**config.mk**
```make
export PLATFORM = sky130hd
export DESIGN_NAME = kmm_cell
export DESIGN_NICKNAME = d
export VERILOG_FILES = /design/src/rtl/core/k_mismatch_pattern_matcher_top_macros.svh /design/src/rtl/core/kmm_pkg.sv /design/src/rtl/core/kmm_cell.sv
export SDC_FILE = /design/constraint.sdc
export NUM_CORES = 1
export LEC_CHECK = 0
export ABC_AREA = 1
export CAP_MARGIN = 20
export CORE_MARGIN = 10
export CORE_UTILIZATION = 50
export CTS_BUF_LIST = sky130_fd_sc_hd__clkbuf_8
export DETAILED_ROUTE_END_ITERATION = 10
export DONT_BUFFER_PORTS = 1
export HOLD_SLACK_MARGIN = 0.15
export MAX_ROUTING_LAYER = met4
export SLEW_MARGIN = 5
export SYNTH_ARGS = -nofsm -noshare
export SYNTH_HDL_FRONTEND = slang
export SYNTH_SLANG_ARGS = --single-unit
export TNS_END_PERCENT = 5
```
**constraint.sdc**
```tcl
create_clock -name clock -period 7.55 [get_ports clock]
set_input_delay 1.51 -clock clock [delete_from_list [all_inputs] [get_ports clock]]
set_output_delay 1.51 -clock clock [all_outputs]
set_load 0.005 [all_outputs]
```
**src/rtl/core/k_mismatch_pattern_matcher_top_macros.svh**
```systemverilog
`ifndef K_MISMATCH_PATTERN_MATCHER_TOP_MACROS_SVH
`define K_MISMATCH_PATTERN_MATCHER_TOP_MACROS_SVH

// Checks that a condition holds at every clock edge outside reset.
`define KMM_ASSERT_ALWAYS(name, cond, msg) \
   name: assert property (@(posedge clock) disable iff (reset) (cond)) else $error(msg);

// Checks that a trigger is followed by a condition in the next cycle.
`define KMM_ASSERT_NEXT(name, trig, cond, msg) \
   name: assert property (@(posedge clock) disable iff (reset) (trig) |=> (cond)) \
      else $error(msg);

`endif

```
**src/rtl/core/kmm_pkg.sv**
```systemverilog
`timescale 1ns / 1ps

package kmm_pkg;

   // Field widths of the streaming words.
   localparam int SymbolWidth = 8;
   localparam int IndexWidth  = 7;
   localparam int CountWidth  = 8;
   localparam int StartWidth  = 32;

   // Kind of an input word, carried in the lowest tuser bit.
   typedef enum logic {
      OP_LOAD = 1'b0,
      OP_REF  = 1'b1
   } op_type;

   // Register indexes of the configuration port.
   localparam logic [0:0] REG_MISMATCH_LIMIT = 1'b0;
   localparam logic [0:0] REG_PATTERN_LENGTH = 1'b1;

   // Control broadcast from the top level to every cell.
   typedef struct packed {
      logic                   step;
      logic                   scan;
      logic                   load;
      logic [IndexWidth-1:0]  load_index;
      logic [SymbolWidth-1:0] symbol;
      logic [CountWidth-1:0]  cap;
   } ctrl_type;

endpackage

```
**src/rtl/core/kmm_cell.sv**
```systemverilog
`timescale 1ns / 1ps

module kmm_cell #(
   parameter int CELL_INDEX = 0
) (
   input  logic                           clock,
   input  logic                           reset,
   input  kmm_pkg::ctrl_type              ctrl,
   input  logic [kmm_pkg::CountWidth-1:0] prev_count,
   input  logic                           prev_active,
   output logic [kmm_pkg::CountWidth-1:0] count,
   output logic                           active
);

   logic [kmm_pkg::SymbolWidth-1:0] pattern_ff;
   logic [kmm_pkg::CountWidth-1:0]  count_ff;
   logic [kmm_pkg::CountWidth-1:0]  count_in;
   logic                            active_ff;
   logic                            active_in;
   logic [kmm_pkg::CountWidth-1:0]  base_count;
   logic                            base_active;
   logic [kmm_pkg::CountWidth:0]    sum;

   // A new scan drops the window arriving from the left neighbor; the head
   // cell always opens a fresh window.
   always_comb begin
      if (ctrl.scan && (CELL_INDEX != 0)) begin
         base_count  = '0;
         base_active = 1'b0;
      end else begin
         base_count  = prev_count;
         base_active = prev_active;
      end
   end

   // Add one on a differing symbol and saturate at the cap.
   always_comb begin
      sum = {1'b0, base_count} + {{kmm_pkg::CountWidth{1'b0}},
                                  (ctrl.symbol != pattern_ff)};
      if (sum > {1'b0, ctrl.cap}) begin
         count_in = ctrl.cap;
      end else begin
         count_in = sum[kmm_pkg::CountWidth-1:0];
      end
      active_in = base_active;
   end

   // Pattern symbol of this position.
   always_ff @(posedge clock) begin
      if (ctrl.load && (int'(ctrl.load_index) == CELL_INDEX)) begin
         pattern_ff <= ctrl.symbol;
      end
   end

   // Window state moves one cell to the right on every reference word.
   always_ff @(posedge clock) begin
      if (reset) begin
         count_ff  <= '0;
         active_ff <= 1'b0;
      end else if (ctrl.step) begin
         count_ff  <= count_in;
         active_ff <= active_in;
      end
   end

   assign count  = count_ff;
   assign active = active_ff;

endmodule

```
## Word-level counts from Yosys, hierarchy flattened

Index checks and enable logic that the tools add are counted.

| cells by class | value |
|---|---|
| add/subtract/negate cells | 1 |
| multipliers | 0 |
| divide/modulo/power cells | 0 |
| order comparisons | 1 |
| equal/unequal tests | 1 |
| shift-type cells | 0 |
| mux-type cells | 1 |
| bitwise gates (word level) | 0 |
| reduce and logical (&&, ||, !) cells | 2 |

Operator list:

| operator | number |
|---|---|
| $add A8 B1 Y9 | 1 |
| $gt A9 B8 Y1 | 1 |
| $mux W8 | 1 |
| $ne A8 B8 Y1 | 1 |
| $logic_not A7 Y1 | 1 |
| $logic_and A1 B1 Y1 | 1 |

| word-level totals | value |
|---|---|
| bits in registers | 17 |
| bits in latches | 0 |
| memory bits (writable) | 0 |
| ROM bits | 0 |
| bits of input ports | 37 |
| output and inout bits | 9 |
| word-level logic and storage cells | 9 |
| memories | 0 |

## Depth between registers and ports, before layout

| logic depth | value |
|---|---|
| depth in word-level cells | 4 |
| gate-level depth with buffers | 20 |
| gate-level depth less buffers | 20 |

## Worst setup path before layout

OpenSTA, ideal clock, no wires.

| timing | value |
|---|---|
| path type | input -> register |
| from | input ctrl[8] in the netlist's numbering |
| to | register count_ff (netlist bit count[6]) |
| library setup time | 0.116 ns |
| data arrival time | 3.762 ns |
| data required time | 7.434 ns |
| slack | 3.671 ns |
| stages on the path | 18 |
| buffers on the path | 0 |
| path through | xor2_1 -> nor4_1 -> nand2_1 -> ha_1 -> ha_1 -> nand2_1 -> nor2_2 -> inv_1 -> nor2_1 -> xnor2_1 -> inv_1 -> ha_1 -> and3_1 -> nand4_2 -> nand2_4 -> nand2_1 -> nand3_1 -> a21oi_1 |

| between the ends | value |
|---|---|
| longest elaborated chain between the ends | 4 |

Ends and longest elaborated chain:

| element | line | source |
|---|---|---|
| start: declaration | kmm_cell.sv:8 | `input kmm_pkg::ctrl_type ctrl,` |
| $ne A8 B8 Y1 * | kmm_cell.sv:39 | `(ctrl.symbol != pattern_ff)};` |
| $add A8 B1 Y9 * | kmm_cell.sv:38 | `sum = {1'b0, base_count} + {{kmm_pkg::CountWidth{1'b0}},` |
| $gt A9 B8 Y1 | kmm_cell.sv:40 | `if (sum > {1'b0, ctrl.cap}) begin` |
| $mux W8 * | kmm_cell.sv:40 |  |
| end signal: assignment | kmm_cell.sv:61 | `count_ff <= count_in;` |
| end: declaration | kmm_cell.sv:16 | `logic [kmm_pkg::CountWidth-1:0] count_ff;` |

Mark *: on every way between the ends. The rest lies on a longest branch, timed or not.
A chain may end at the register's enable or synchronous reset.

## Worst setup path after layout

| timing | value |
|---|---|
| from | input ctrl[8] in the netlist's numbering |
| to | register count_ff (netlist bit count[5]) |

The elaborated chain is that of the path after synthesis.

==> impl_metrics.ini <==
[power_and_ir_drop]
pwr-share-comb_pct = 18.8
power_leakage_nw = 0.592
p_switching_uw = 52.3
powerDensity_mw_per_mm2 = 167
ir_worst_vdd_mv = 0.108
power.share.sequential_pct = 50.9
p_int_uw = 152
switching_share_pct = 25.6
power_uw = 205
clockPowerShare_pct = 30.3

[detailed_routing]
wl_per_cell_um = 14.2
wl_um = 2550
antenna_left = 0
via_per_inst = 5.25
vias = 939
drt_iter0_markers = 24
remaining_drc_errors = 0
drt_first_pass_iters = 4

[global_routing]
antenna_found_initial = 0
track_usage_pct = 11.0
grt.overflow.total = 0
grt_pass1_wl_um = 3920
grt_max_degree = 11
grt_pass1_vias = 905

[cts]
cts_buffer_depth = 2
cts_tree = built
numCtsBuffers = 3
post_cts_resize_count = 0
ctsHoldBuffers = 0
insertion_delay_ns = 0.24
clkTransAtPathRegs_ns = 0.06
htree_levels = 1
clock-sinks = 17
root_buffer = clkbuf_8
postCtsSetupBuffers = 0

[final_layout]
fin_nets = 199
area_growth_pct = 4.70
drive_above_1_share_pct = 6.62
antennaDiodeCount = 0
final_cells = 179
final_area_mm2 = 0.00123
nFillCells = 213

[timing]
max_slew.worst_pin.slew_ns = 0.347
skew_ns = 0.000609
final.period_utilization_pct = 53.3
setup-tns-final_ns = 0
post-route-min-period_ns = 4.02
slew_headroom_pct = 76.9
setup_viol = 0
max_freq_mhz = 249
rsz0062_at_grt = no
drv_slew = 0
hold_viol_final = 0

[logic_synthesis]
synth_cells = 149
synth_nets = 196
synth.distinct_cells = 23
ys_ff_latch = 17
ys.warnings.count = 0
ys_seq_area_share_pct = 35.9
syn_area_per_cell_um2 = 7.86
netlist_area_mm2 = 0.00117

[place]
placedCellCount = 175
numPortBuffers = 0
hpwl_um = 2240
placed_cell_area_mm2 = 0.00118
globalplace.congestion = 0.804

[worst_hold_path]
hp-class = flip-flop to flip-flop

[floorplanning]
rows = 17
die_area_mm2 = 0.00468
initial_core_util_pct = 52.9
pin_count = 46
dieWidth_um = 68.4
die_h_um = 68.4
core_mm2 = 0.00221

[critical_path]
worstPathArrival_ns = 4.16
crit_required_ns = 7.68
start_kind = primary input
reg2reg_slack_ns = 4.38
crit_path_max_fanout = 9
critical_path_class = primary input to flip-flop
crit_path_end_kind = flip-flop

[outcome]
status = finished clean

[run]
max_cap_violations = 0
-- through the flow --
step                      hold WS (ns)  worst slack, ns  util (%)
after floorplan                  0.454             3.67         -
after global placement           0.474             3.34      53.4
after detailed placement         0.482             3.25      53.4
after CTS                        0.492             3.51      55.4
after global routing             0.515             3.27      55.4
final                            0.481             3.53      55.4
-- power by group through the flow --
stage	Combinational [mW]	Sequential [mW]	Clock [mW]
2_1_floorplan	0.0341	0.105	0
3_3_place_gp	0.0371	0.106	0
3_5_place_dp	0.0387	0.106	0
4_1_cts	0.0390	0.104	0.0647
5_1_grt	0.0449	0.105	0.0686
6_report	0.0384	0.104	0.0620
-- worst max-delay path: stages --
cell     delay, ns
xor2_1        0.12
nor4_1        0.32
nand2_1       0.10
ha_1          0.21
ha_1          0.21
nand2_1       0.09
nor2_2        0.06
inv_1         0.05
nor2_1        0.04
xnor2_1       0.20
inv_1         0.07
ha_1          0.29
and3_1        0.20
nand4_2       0.27
nand2_4       0.21
nand2_1       0.07
nand3_1       0.07
a21oi_1       0.06
-- flip-flops by register name, indices dropped and copies added (netlist names) --
name / flops
pattern_ff: 8
active: 1
count: 8
-- per-layer routing --
metal  track usage (%)  wire (µm)
met1              11.2        952
met2              18.9       1320
met3              5.55        277
met4              1.51          0
met5                 -          0
-- area by class of cell --
type                            count  area, µm²  share of cell area, %
Multi-Input combinational cell    105        632                   51.5
Clock buffer                        3       41.3                   3.37
Sequential cell                    17        420                   34.3
Tap cell                           28       35.0                   2.86
Clock inverter                      1       3.75                  0.306
Inverter                           25       93.8                   7.65
-- path summary, 6_finish.rpt --
kind / startpoint / end / cells past startpoint
setup / recovery: ctrl[8] / count[5] / 18
hold reg to reg: count[6] / count[6] / 2
setup reg to reg: pattern_ff[0] / count[5] / 18
hold / removal: count[6] / count[6] / 2
-- cell usage in the layout (no fill, tap or decap), types with 2 or more instances in the layout --
| cell | n |
|---|---|
| and3_1 | 2 |
| clkbuf_8 | 3 |
| nand3_1 | 20 |
| xor2_1 | 11 |
| nand2_1 | 34 |
| edfxtp_1 | 8 |
| nor2_1 | 5 |
| ha_1 | 10 |
| dfxtp_1 | 9 |
| inv_1 | 24 |
| a21oi_1 | 11 |
| nor4_1 | 3 |
| nand2_4 | 2 |
-- cell families (layout without fill, tap and decap cells) --
group | count (synthesis) | after routing | synth area share (%)
AND/OR/NAND/NOR | 72 | 72 | 29.6
AO/OA/AOI/OAI | 11 | 11 | 4.70
adder cells (fa/ha/maj) | 10 | 10 | 10.7
XOR/XNOR | 12 | 12 | 8.97
flip-flops | 17 | 17 | 35.9
buffers and inverters | 27 | 29 | 10.1
-- synthesized netlist by cell type, drive strengths merged --
master   n  area, µm²
a21oi   11       55.1
and3     2       12.5
buf      1       11.3
clkbuf   1       13.8
clkinv   1       3.75
dfxtp    9        180
edfxtp   8        240
ha      10        125
inv     24       90.1
nand2   37        156
nand3   21        110
nand4    2       18.8
nor2     6       25.0
nor3     1       5.00
nor4     3       18.8
xnor2    1       8.76
xor2    11       96.3
Note: power is estimated with default switching activity, not from simulation.
